<file path="src/hdl/rotating_ring_list_assert.svh">
// ----------------------------------------------------------------------------
// rotating_ring_list_assert.svh
// Assertion macros for the rotating ring list. They compile to nothing when
// SYNTHESIS is defined.
// ----------------------------------------------------------------------------
`ifndef ROTATING_RING_LIST_ASSERT_SVH
`define ROTATING_RING_LIST_ASSERT_SVH

`ifndef SYNTHESIS

// Check a consequence in the same cycle as its condition
`define RRL_ASSERT_SAME(label, clk, rst, ante, cons) \
   label: assert property (@(posedge clk) disable iff (rst) (ante) |-> (cons)) \
      else $error("rotating_ring_list: assertion failed");

// Check a consequence in the cycle after its condition
`define RRL_ASSERT_NEXT(label, clk, rst, ante, cons) \
   label: assert property (@(posedge clk) disable iff (rst) (ante) |=> (cons)) \
      else $error("rotating_ring_list: assertion failed");

`else

`define RRL_ASSERT_SAME(label, clk, rst, ante, cons)
`define RRL_ASSERT_NEXT(label, clk, rst, ante, cons)

`endif

`endif

</file>
<file path="src/hdl/rrl_pkg.sv">
// ----------------------------------------------------------------------------
// rrl_pkg
// Shared sizes, command and status codes, and the cell control bundle of the
// rotating ring list.
// ----------------------------------------------------------------------------
package rrl_pkg;

   // Sizes
   localparam int DEPTH       = 16;
   localparam int VALUE_WIDTH = 32;
   localparam int INDEX_WIDTH = $clog2(DEPTH);
   localparam int COUNT_WIDTH = $clog2(DEPTH + 1);

   // Command codes
   localparam logic [2:0] CMD_ADD      = 3'd0;
   localparam logic [2:0] CMD_REMOVE   = 3'd1;
   localparam logic [2:0] CMD_FORWARD  = 3'd2;
   localparam logic [2:0] CMD_BACKWARD = 3'd3;
   localparam logic [2:0] CMD_CONTAINS = 3'd4;
   localparam logic [2:0] CMD_CLEAR    = 3'd5;

   // Status codes
   localparam logic [1:0] STATUS_OK    = 2'd0;
   localparam logic [1:0] STATUS_EMPTY = 2'd1;
   localparam logic [1:0] STATUS_FULL  = 2'd2;

   // Cell operations
   typedef logic [1:0] cell_op_type;
   localparam cell_op_type CELL_HOLD      = 2'd0;
   localparam cell_op_type CELL_TAKE_PREV = 2'd1;
   localparam cell_op_type CELL_TAKE_NEXT = 2'd2;

   // Control bundle broadcast from the sequencer to every cell
   typedef struct packed {
      cell_op_type             op;
      logic                    load_key;
      logic [COUNT_WIDTH-1:0]  count;
   } cell_ctrl_type;

endpackage

</file>
<file path="src/hdl/rrl_req_if.sv">
// ----------------------------------------------------------------------------
// rrl_req_if
// Command channel: valid/ready handshake with command and item value.
// ----------------------------------------------------------------------------
interface rrl_req_if;
   logic                              valid;
   logic                              ready;
   logic [2:0]                        cmd;
   logic [rrl_pkg::VALUE_WIDTH-1:0]   item_value;

   modport source (output valid, output cmd, output item_value, input ready);
   modport sink   (input valid, input cmd, input item_value, output ready);
endinterface

</file>
<file path="src/hdl/rrl_rsp_if.sv">
// ----------------------------------------------------------------------------
// rrl_rsp_if
// Response channel: valid/ready handshake with head value, count and flags.
// ----------------------------------------------------------------------------
interface rrl_rsp_if;
   logic                              valid;
   logic                              ready;
   logic [rrl_pkg::VALUE_WIDTH-1:0]   head_value;
   logic [rrl_pkg::COUNT_WIDTH-1:0]   entry_total;
   logic                              is_empty;
   logic                              found;
   logic [1:0]                        status;

   modport source (output valid, output head_value, output entry_total,
                   output is_empty, output found, output status, input ready);
   modport sink   (input valid, input head_value, input entry_total,
                   input is_empty, input found, input status, output ready);
endinterface

</file>
<file path="src/hdl/rrl_cell.sv">
// ----------------------------------------------------------------------------
// rrl_cell
// One slot of the value chain. Cell 0 is the head; cell k holds the entry k
// steps after the head. Each cycle a cell holds, takes its lower neighbor, or
// takes its upper neighbor (the last live cell wraps around to the head).
// ----------------------------------------------------------------------------
module rrl_cell (
   input  logic                              clock,
   input  rrl_pkg::cell_ctrl_type            cell_ctrl,
   input  logic [rrl_pkg::INDEX_WIDTH-1:0]   cell_index,
   input  logic [rrl_pkg::VALUE_WIDTH-1:0]   prev_value,
   input  logic [rrl_pkg::VALUE_WIDTH-1:0]   next_value,
   input  logic [rrl_pkg::VALUE_WIDTH-1:0]   head_value,
   output logic [rrl_pkg::VALUE_WIDTH-1:0]   value_out
);

   logic [rrl_pkg::VALUE_WIDTH-1:0] value_ff;
   logic [rrl_pkg::VALUE_WIDTH-1:0] value_in;
   logic                            is_last;

   // Last live cell: position equals count minus one
   assign is_last = (cell_ctrl.count ==
                     (rrl_pkg::COUNT_WIDTH'(cell_index) + rrl_pkg::COUNT_WIDTH'(1)));

   // Select the next value
   always_comb begin
      value_in = value_ff;
      case (cell_ctrl.op)
         rrl_pkg::CELL_TAKE_PREV: value_in = prev_value;
         rrl_pkg::CELL_TAKE_NEXT: value_in = is_last ? head_value : next_value;
         default:                 value_in = value_ff;
      endcase
   end

   always_ff @(posedge clock) begin
      value_ff <= value_in;
   end

   assign value_out = value_ff;

endmodule

</file>
<file path="src/hdl/rrl_ctrl.sv">
// ----------------------------------------------------------------------------
// rrl_ctrl
// Command sequencer: decodes each transaction, keeps the entry count, steps
// the cell chain, runs the search rotation and holds the response register.
// ----------------------------------------------------------------------------
module rrl_ctrl (
   input  logic                              clock,
   input  logic                              reset,
   rrl_req_if.sink                           req_port,
   rrl_rsp_if.source                         rsp_port,
   input  logic [rrl_pkg::VALUE_WIDTH-1:0]   head_value,
   output rrl_pkg::cell_ctrl_type            cell_ctrl
);

   localparam logic [1:0] ST_IDLE   = 2'd0;
   localparam logic [1:0] ST_SEARCH = 2'd1;
   localparam logic [1:0] ST_DONE   = 2'd2;

   logic [1:0]                        state_ff,  state_in;
   logic [rrl_pkg::COUNT_WIDTH-1:0]   count_ff,  count_in;
   logic [rrl_pkg::COUNT_WIDTH-1:0]   search_ff, search_in;
   logic [rrl_pkg::VALUE_WIDTH-1:0]   key_ff,    key_in;
   logic                              found_ff,  found_in;
   logic [1:0]                        status_ff, status_in;
   rrl_pkg::cell_op_type              cell_op;
   logic                              load_key;
   logic                              list_empty;
   logic                              rsp_load;

   logic                              rsp_valid_ff, rsp_valid_in;
   logic [rrl_pkg::VALUE_WIDTH-1:0]   rsp_head_ff;
   logic [rrl_pkg::COUNT_WIDTH-1:0]   rsp_total_ff;
   logic                              rsp_empty_ff;
   logic                              rsp_found_ff;
   logic [1:0]                        rsp_status_ff;

   assign list_empty = (count_ff == '0);
   assign rsp_load   = (state_ff == ST_DONE) && (!rsp_valid_ff || rsp_port.ready);

   // Decode the command and sequence the chain
   always_comb begin
      state_in  = state_ff;
      count_in  = count_ff;
      search_in = search_ff;
      key_in    = key_ff;
      found_in  = found_ff;
      status_in = status_ff;
      cell_op   = rrl_pkg::CELL_HOLD;
      load_key  = 1'b0;
      unique case (state_ff)
         ST_IDLE: begin
            if (req_port.valid) begin
               key_in    = req_port.item_value;
               found_in  = 1'b0;
               status_in = rrl_pkg::STATUS_OK;
               state_in  = ST_DONE;
               unique case (req_port.cmd)
                  rrl_pkg::CMD_ADD: begin
                     if (count_ff == rrl_pkg::COUNT_WIDTH'(rrl_pkg::DEPTH)) begin
                        status_in = rrl_pkg::STATUS_FULL;
                     end else begin
                        cell_op  = rrl_pkg::CELL_TAKE_PREV;
                        load_key = 1'b1;
                        count_in = count_ff + rrl_pkg::COUNT_WIDTH'(1);
                     end
                  end
                  rrl_pkg::CMD_REMOVE: begin
                     if (list_empty) begin
                        status_in = rrl_pkg::STATUS_EMPTY;
                     end else begin
                        cell_op  = rrl_pkg::CELL_TAKE_NEXT;
                        count_in = count_ff - rrl_pkg::COUNT_WIDTH'(1);
                     end
                  end
                  rrl_pkg::CMD_FORWARD: begin
                     if (list_empty) begin
                        status_in = rrl_pkg::STATUS_EMPTY;
                     end else begin
                        cell_op = rrl_pkg::CELL_TAKE_NEXT;
                     end
                  end
                  rrl_pkg::CMD_BACKWARD: begin
                     if (list_empty) begin
                        status_in = rrl_pkg::STATUS_EMPTY;
                     end else begin
                        cell_op = rrl_pkg::CELL_TAKE_PREV;
                     end
                  end
                  rrl_pkg::CMD_CONTAINS: begin
                     if (!list_empty) begin
                        search_in = count_ff;
                        state_in  = ST_SEARCH;
                     end
                  end
                  rrl_pkg::CMD_CLEAR: begin
                     count_in = '0;
                  end
                  default: begin
                  end
               endcase
            end
         end
         ST_SEARCH: begin
            // Rotate once around the ring, comparing the head each step
            cell_op   = rrl_pkg::CELL_TAKE_NEXT;
            found_in  = found_ff | (head_value == key_ff);
            search_in = search_ff - rrl_pkg::COUNT_WIDTH'(1);
            if (search_ff == rrl_pkg::COUNT_WIDTH'(1)) begin
               state_in = ST_DONE;
            end
         end
         ST_DONE: begin
            if (rsp_load) begin
               state_in = ST_IDLE;
            end
         end
         default: begin
            state_in = ST_IDLE;
         end
      endcase
   end

   assign rsp_valid_in = rsp_load | (rsp_valid_ff & ~rsp_port.ready);

   // Control state
   always_ff @(posedge clock) begin
      if (reset) begin
         state_ff     <= ST_IDLE;
         count_ff     <= '0;
         rsp_valid_ff <= 1'b0;
      end else begin
         state_ff     <= state_in;
         count_ff     <= count_in;
         rsp_valid_ff <= rsp_valid_in;
      end
   end

   // Working payload
   always_ff @(posedge clock) begin
      search_ff <= search_in;
      key_ff    <= key_in;
      found_ff  <= found_in;
      status_ff <= status_in;
   end

   // Response register
   always_ff @(posedge clock) begin
      if (rsp_load) begin
         rsp_head_ff   <= list_empty ? '0 : head_value;
         rsp_total_ff  <= count_ff;
         rsp_empty_ff  <= list_empty;
         rsp_found_ff  <= found_ff;
         rsp_status_ff <= status_ff;
      end
   end

   assign req_port.ready       = (state_ff == ST_IDLE);
   assign rsp_port.valid       = rsp_valid_ff;
   assign rsp_port.head_value  = rsp_head_ff;
   assign rsp_port.entry_total = rsp_total_ff;
   assign rsp_port.is_empty    = rsp_empty_ff;
   assign rsp_port.found       = rsp_found_ff;
   assign rsp_port.status      = rsp_status_ff;

   assign cell_ctrl.op       = cell_op;
   assign cell_ctrl.load_key = load_key;
   assign cell_ctrl.count    = count_ff;

endmodule

</file>
<file path="src/hdl/rotating_ring_list.sv">
// ----------------------------------------------------------------------------
// rotating_ring_list
// Bounded circular list of values with a head position, built as a chain of
// value cells kept in ring order from the head.
// ----------------------------------------------------------------------------
// The list holds up to DEPTH values in a row of cells; cell 0 is always the
// head and the chain shifts as a whole to add, remove or rotate. Add, remove,
// move forward, move backward, clear, unknown commands and a contains on an
// empty list go from acceptance straight to the done state, where the
// response is loaded into the output register; the next command is accepted
// once that load has happened. Contains on a non-empty list first passes
// through the search state, which rotates the chain once around, comparing
// the head cell at each step, which leaves the list as it was, and then goes
// to the done state. The response sits in an output register, so the next
// command is accepted while a response still waits; the next response then
// waits for the output register to free up.
module rotating_ring_list (
   input  logic          clock,
   input  logic          reset,
   rrl_req_if.sink       req_port,
   rrl_rsp_if.source     rsp_port
);

`include "rotating_ring_list_assert.svh"

   rrl_pkg::cell_ctrl_type            cell_ctrl;
   logic [rrl_pkg::VALUE_WIDTH-1:0]   cell_value [rrl_pkg::DEPTH];
   logic [rrl_pkg::VALUE_WIDTH-1:0]   prev_value [rrl_pkg::DEPTH];
   logic [rrl_pkg::VALUE_WIDTH-1:0]   next_value [rrl_pkg::DEPTH];
   logic [rrl_pkg::INDEX_WIDTH-1:0]   last_index;
   logic [rrl_pkg::VALUE_WIDTH-1:0]   last_value;
   logic [rrl_pkg::VALUE_WIDTH-1:0]   front_value;

   // Sequencer
   rrl_ctrl u_ctrl (
      .clock      (clock),
      .reset      (reset),
      .req_port   (req_port),
      .rsp_port   (rsp_port),
      .head_value (cell_value[0]),
      .cell_ctrl  (cell_ctrl)
   );

   // Feed the head cell: the new value on add, the tail on a backward step
   assign last_index  = rrl_pkg::INDEX_WIDTH'(cell_ctrl.count - rrl_pkg::COUNT_WIDTH'(1));
   assign last_value  = cell_value[last_index];
   assign front_value = cell_ctrl.load_key ? req_port.item_value : last_value;

   // Chain of cells
   for (genvar i = 0; i < rrl_pkg::DEPTH; i++) begin : g_cell
      if (i == 0) begin : g_first
         assign prev_value[i] = front_value;
      end else begin : g_inner_prev
         assign prev_value[i] = cell_value[i-1];
      end
      if (i == rrl_pkg::DEPTH - 1) begin : g_end
         assign next_value[i] = cell_value[0];
      end else begin : g_inner_next
         assign next_value[i] = cell_value[i+1];
      end

      rrl_cell u_cell (
         .clock      (clock),
         .cell_ctrl  (cell_ctrl),
         .cell_index (rrl_pkg::INDEX_WIDTH'(i)),
         .prev_value (prev_value[i]),
         .next_value (next_value[i]),
         .head_value (cell_value[0]),
         .value_out  (cell_value[i])
      );
   end

   // Checks
   `RRL_ASSERT_NEXT(a_busy_after_accept, clock, reset,
      req_port.valid && req_port.ready, !req_port.ready)
   `RRL_ASSERT_SAME(a_empty_matches_total, clock, reset,
      rsp_port.valid, rsp_port.is_empty == (rsp_port.entry_total == '0))
   `RRL_ASSERT_SAME(a_empty_head_zero, clock, reset,
      rsp_port.valid && rsp_port.is_empty, rsp_port.head_value == '0 && !rsp_port.found)
   `RRL_ASSERT_SAME(a_total_bounded, clock, reset,
      rsp_port.valid, rsp_port.entry_total <= rrl_pkg::COUNT_WIDTH'(rrl_pkg::DEPTH))

endmodule
</file>
<file path="src/flat_wrapper.sv">
// flat-port wrapper written by rule: the top's interface ports become plain ports
module rotating_ring_list_flat 
  (clock, reset, req_port_valid, req_port_cmd, req_port_item_value, req_port_ready, rsp_port_valid, rsp_port_head_value, rsp_port_entry_total, rsp_port_is_empty, rsp_port_found, rsp_port_status, rsp_port_ready);
  rrl_req_if req_port_i ();
  rrl_rsp_if rsp_port_i ();
  input  logic clock;
  input  logic reset;
  input wire logic [$bits(req_port_i.valid)-1:0] req_port_valid;
  input wire logic [$bits(req_port_i.cmd)-1:0] req_port_cmd;
  input wire logic [$bits(req_port_i.item_value)-1:0] req_port_item_value;
  output wire logic [$bits(req_port_i.ready)-1:0] req_port_ready;
  output wire logic [$bits(rsp_port_i.valid)-1:0] rsp_port_valid;
  output wire logic [$bits(rsp_port_i.head_value)-1:0] rsp_port_head_value;
  output wire logic [$bits(rsp_port_i.entry_total)-1:0] rsp_port_entry_total;
  output wire logic [$bits(rsp_port_i.is_empty)-1:0] rsp_port_is_empty;
  output wire logic [$bits(rsp_port_i.found)-1:0] rsp_port_found;
  output wire logic [$bits(rsp_port_i.status)-1:0] rsp_port_status;
  input wire logic [$bits(rsp_port_i.ready)-1:0] rsp_port_ready;
  assign req_port_i.valid = req_port_valid;
  assign req_port_i.cmd = req_port_cmd;
  assign req_port_i.item_value = req_port_item_value;
  assign req_port_ready = req_port_i.ready;
  assign rsp_port_valid = rsp_port_i.valid;
  assign rsp_port_head_value = rsp_port_i.head_value;
  assign rsp_port_entry_total = rsp_port_i.entry_total;
  assign rsp_port_is_empty = rsp_port_i.is_empty;
  assign rsp_port_found = rsp_port_i.found;
  assign rsp_port_status = rsp_port_i.status;
  assign rsp_port_i.ready = rsp_port_ready;
  rotating_ring_list u_core (.clock(clock), .reset(reset), .req_port(req_port_i), .rsp_port(rsp_port_i));
endmodule
</file>
<file path="config.mk">
export PLATFORM = sky130hd
export DESIGN_NAME = rotating_ring_list_flat
export DESIGN_NICKNAME = d
export VERILOG_FILES = /design/src/hdl/rrl_pkg.sv /design/src/hdl/rrl_req_if.sv /design/src/hdl/rrl_rsp_if.sv /design/src/hdl/rrl_cell.sv /design/src/hdl/rrl_ctrl.sv /design/src/hdl/rotating_ring_list.sv /design/src/flat_wrapper.sv
export VERILOG_INCLUDE_DIRS = /design/src /design/src/hdl
export SDC_FILE = /design/constraint.sdc
export NUM_CORES = 1
export LEC_CHECK = 0
export BUFFER_PORTS_ARGS = -buffer_cell sky130_fd_sc_hd__buf_4
export CAP_MARGIN = 0
export CELL_PAD_IN_SITES_DETAIL_PLACEMENT = 1
export CELL_PAD_IN_SITES_GLOBAL_PLACEMENT = 2
export CORE_UTILIZATION = 44
export CTS_BUF_LIST = sky130_fd_sc_hd__clkbuf_8 sky130_fd_sc_hd__clkbuf_16
export CTS_CLUSTER_DIAMETER = 100
export DETAILED_ROUTE_END_ITERATION = 10
export PLACE_DENSITY = 0.81
export SETUP_SLACK_MARGIN = 0.05
export SLEW_MARGIN = 10
export SYNTH_ARGS = -nofsm -noshare
export SYNTH_HDL_FRONTEND = slang
export SYNTH_SLANG_ARGS = --single-unit
</file>
<file path="constraint.sdc">
create_clock -name clock -period 14.15 [get_ports clock]
set_input_delay 0.7075 -clock clock [delete_from_list [all_inputs] [get_ports clock]]
set_output_delay 0.7075 -clock clock [all_outputs]
set_load 0.02 [all_outputs]
</file>
==> Implementation_results.wiki <==
{| class="wikitable"
! Metric !! Value
|-
| Outcome || finished, final reports clean
|-
| Number of sinks on the clock net || roughly 600
|-
| Hold EP || u_core.u_ctrl.key_ff[19]$_DFFE_PP_
|-
| Kind of cell with the highest combined delay on the critical path || buffers and inverters
|-
| Largest area contributor in the netlist || edfxtp_1
|-
| Port Buf Inserts || 81
|-
| Number of synthesized register bits || 601
|-
| Reg2Reg Depth || 10
|-
| Part of the Yosys area used for sequential elements || a little over half
|-
| Commonest cells after routing, fill and taps aside || edfxtp_1, mux2i_1, nor2_1
|-
| Setup Total Neg Slack || 0 ns
|-
| Inst Count DP || ~3800
|-
| Highest net fanout along the worst path || 257
|-
| Die Footprint || just under 80000 um2
|-
| Clock buffer count from CTS || 70
|-
| Global-route wire length before repair || roughly 160000 um
|-
| Number of nets produced by synthesis || between 3000 and 4000
|-
| Worst slew margin || 21.3%
|-
| Post-route clock period utilization || between 30% and 40%
|-
| Time the worst path needs with I/O delays and setup || 5.64 ns
|-
| Most common cell after layout, fill and taps aside || edfxtp_1
|-
| Worst hold path type || input port to flip-flop
|-
| Number of synthesized flops with an enable pin || 593
|-
| Post-CTS setup buffers || 0
|-
| Final Core Density || 48.7%
|-
| Setup clock skew after layout || roughly 0.015 ns
|-
| Drt total wl || 102000 um
|-
| First DRT Iteration DRCs || ~1900
|-
| Detail Placement HPWL || 54600 um
|-
| Clock latency reported for the late side of the worst-skew pair || 0.60 ns
|-
| Area added between synthesis and finish || 9.24%
|-
| Core area || 76200 um2
|-
| Peak per-stage delay on the critical path || between 0.8 and 0.9 ns
|-
| Finished Layout Cells || 3973
|-
| Height of the chip || 280 um
|-
| Final-report max-slew violation count || 0
|-
| Chip width || between 200 and 300 um
|-
| Sum of buffers and inverters on the critical path || 4
|-
| Number of instances in the synthesized netlist || roughly 3000
|-
| Worst reg2reg endpoint || u_core.g_cell[15].u_cell.value_out[15]$_DFFE_PP_
|-
| Total Power || 4520 uW
|-
| Starting Density || 44.6%
|-
| Hold bufs inserted after CTS || 0
|-
| Cell area after technology mapping || 34000 um2
|-
| Row count || approximately 100
|-
| Number of design rule violations left after detail routing || 0
|-
| Slowest stage cell on the critical path || dfxtp_4
|-
| Synth Warn # || 0
|-
| Synth top area cells || edfxtp_1, mux2i_1, a21oi_1
|-
| Share of cells above drive strength 1 || a little under an eighth
|-
| Total setup violations reported at the end of the flow || 0
|-
| Clock tree from TritonCTS || done
|-
| Final weighted congestion in routability-driven placement || 0.776
|-
| MaxCap Viol Count || 0
|-
| Count of final hold-check violations || 0
|-
| Number of iterations in the first detailed-routing pass || 5
|-
| Largest net degree at the start of global routing || 258
|-
| Top-area cell type share of the netlist area || 52.4%
|-
| Number of buffers between clock root and the deepest sink || 3
|-
| P per Cell Area || between 100 and 150 nW/um2
|-
| Number of nets in the final layout || 2936
|-
| Register-to-Register Setup Slack || 8.51 ns
|-
| Top-level I/O count || 82
|-
| Cell Chain, Critical Path || inv_1 -> ha_4 -> or4b_2 -> buf_4 -> a31oi_1 -> nor2_1 -> ha_4 -> buf_12 -> buf_12 -> mux2_2
|-
| Post_cts resized || 0
|-
| Worst Hold Path Cells || 1
|-
| Req. time, crit path || 14.51 ns
|-
| Unrepaired setup endpoints after global routing || false
|-
| Hold path startpoint || req_port_item_value[19]
|-
| Mapped Avg Cell Area || ~11 um2
|-
| Vias post-DR || 23936
|-
| Antenna violations before repair || 3
|-
| Via density || 6.02
|-
| Startpoint class of the critical path || flip-flop
|-
| Slew @ Worst Pin || 1.18 ns
|-
| Number of nets with antenna violations after detailed routing || 0
|-
| Peak ir drop on the vdd network || 0.0633 mV
|-
| Post-synthesis cell type count || 52
|-
| Total GRT Usage || 26.1%
|-
| Nature of the critical path endpoint || flip-flop
|-
| Clock root buffer || clkbuf_16
|-
| Congestion Overflow GR || 0
|-
| Vias in the first global route || 24877
|-
| Final worst hold slack || roughly 0.30 ns
|-
| Source of the worst register-to-register timing path || u_core.u_ctrl.count_ff[0]$_SDFFE_PP0P_
|-
| Most common flop cell mapped by yosys || edfxtp_1
|-
| Leakage power of the design || 0.0124 uW
|-
| Clk pin slew, worst setup/hold paths || approximately 0.060 ns
|-
| DR WL/cell || roughly 26 um
|-
| Async S/R FF share, synth || 0%
|-
| Path type of the worst setup path || flip-flop to flip-flop
|-
| Highest clock frequency the design can meet || 177 MHz
|-
| H-Tree Depth || 3
|-
| Cell depth of the worst setup path || 10
|-
| Data arrival at the endpoint of the critical path || around 6.0 ns
|}
-- metal layers --
metal  up-vias  track usage, %  share of wire [%]
li1      11038               -                  -
met1     12190            34.2                 43
met2       540            44.2                 49
met3       162            3.89                4.8
met4         6            8.73                3.0
met5         -               0              0.034
-- cells by family after synthesis --
family | after synthesis | share of synthesized area, %
simple gates | 717 | 9.55
fa+ha+maj | 10 | 0.368
mux | 610 | 19.4
xor+xnor | 40 | 1.05
compound gates | 704 | 12.3
flops | 601 | 52.9
buf+inv | 338 | 4.52
-- synthesized netlist by cell type, types with 3 or more instances --
| cell | number |
|---|---|
| nand2_1 | 13 |
| edfxtp_1 | 593 |
| a21oi_1 | 454 |
| ha_1 | 10 |
| a2111oi_0 | 64 |
| o21ai_0 | 9 |
| buf_1 | 26 |
| nand4_1 | 9 |
| a31oi_1 | 67 |
| inv_1 | 12 |
| and2_1 | 37 |
| xnor2_1 | 36 |
| dfxtp_1 | 8 |
| xor2_1 | 3 |
| and3_1 | 8 |
| nand2b_1 | 37 |
| nand3_1 | 33 |
| o31ai_1 | 32 |
| buf_4 | 40 |
| nor2_1 | 459 |
| mux2i_1 | 514 |
| buf_6 | 7 |
| a2bb2oi_1 | 33 |
| a211oi_1 | 34 |
| mux2_2 | 63 |
| mux4_2 | 32 |
| clkbuf_1 | 199 |
| buf_2 | 53 |
| nor2b_1 | 70 |
| nor3_1 | 37 |
-- power breakdown --
| group | internal, uW | switching [uW] | total [uW] |
|---|---|---|---|
| Clock | 1050 | 759 | 1810 |
| Sequential | 2090 | 86.8 | 2170 |
| Combinational | 195 | 348 | 543 |
-- worst reg2reg max path: stages (launching register included) --
cell     delay (ns)
dfxtp_4        0.81
inv_1          0.30
ha_4           0.25
or4b_2         0.21
buf_4          0.57
a31oi_1        0.19
nor2_1         0.27
ha_4           0.61
buf_12         0.68
buf_12         0.85
mux2_2         0.65
-- through the flow --
| stage | setup WS [ns] | cell area (um2) |
|---|---|---|
| finish | 8.51 | 37100 |
| global route | 8.15 | 37100 |
| CTS | 8.56 | 37100 |
| detailed placement | 8.61 | 34900 |
| global placement | 8.73 | 34900 |
| floorplan | 1.53 | 34000 |
-- state kept, by name (all words and copies together) (netlist names) --
signal,flops
u_core.g_cell.u_cell.value_out,512
u_core.u_ctrl.count_ff,5
u_core.u_ctrl.found_ff,1
u_core.u_ctrl.key_ff,32
u_core.u_ctrl.rsp_port.entry_total,5
u_core.u_ctrl.rsp_port.found,1
u_core.u_ctrl.rsp_port.head_value,32
u_core.u_ctrl.rsp_port.is_empty,1
u_core.u_ctrl.rsp_port.status,2
u_core.u_ctrl.rsp_port.valid,1
u_core.u_ctrl.search_ff,5
u_core.u_ctrl.state_ff,2
u_core.u_ctrl.status_ff,2
-- layout make-up --
class,instances,area [um2]
clock inverter,55,430
clock buffer,72,1800
multi-input combinational,2081,14600
antenna,1,2.50
inverter,13,56.3
sequential,601,18000
timing repair buffer,120,938
fill,7953,39100
tap,1030,1290
-- how the worst max path moves through the flow --
stage / slack (ns) / end / from
after CTS: 8.56 / u_core.g_cell[15].u_cell.value_out[23]$_DFFE_PP_ / u_core.u_ctrl.count_ff[0]$_SDFFE_PP0P_
after global routing: 8.15 / u_core.g_cell[15].u_cell.value_out[23]$_DFFE_PP_ / u_core.u_ctrl.count_ff[0]$_SDFFE_PP0P_
final: 8.51 / u_core.g_cell[15].u_cell.value_out[15]$_DFFE_PP_ / u_core.u_ctrl.count_ff[0]$_SDFFE_PP0P_
after floorplan: 1.53 / u_core.g_cell[10].u_cell.value_out[0]$_DFFE_PP_ / u_core.u_ctrl.count_ff[0]$_SDFFE_PP0P_
after global placement: 8.73 / u_core.g_cell[15].u_cell.value_out[23]$_DFFE_PP_ / u_core.u_ctrl.count_ff[0]$_SDFFE_PP0P_
after detailed placement: 8.61 / u_core.g_cell[15].u_cell.value_out[23]$_DFFE_PP_ / u_core.u_ctrl.count_ff[0]$_SDFFE_PP0P_
(Power assumes the default switching activity.)
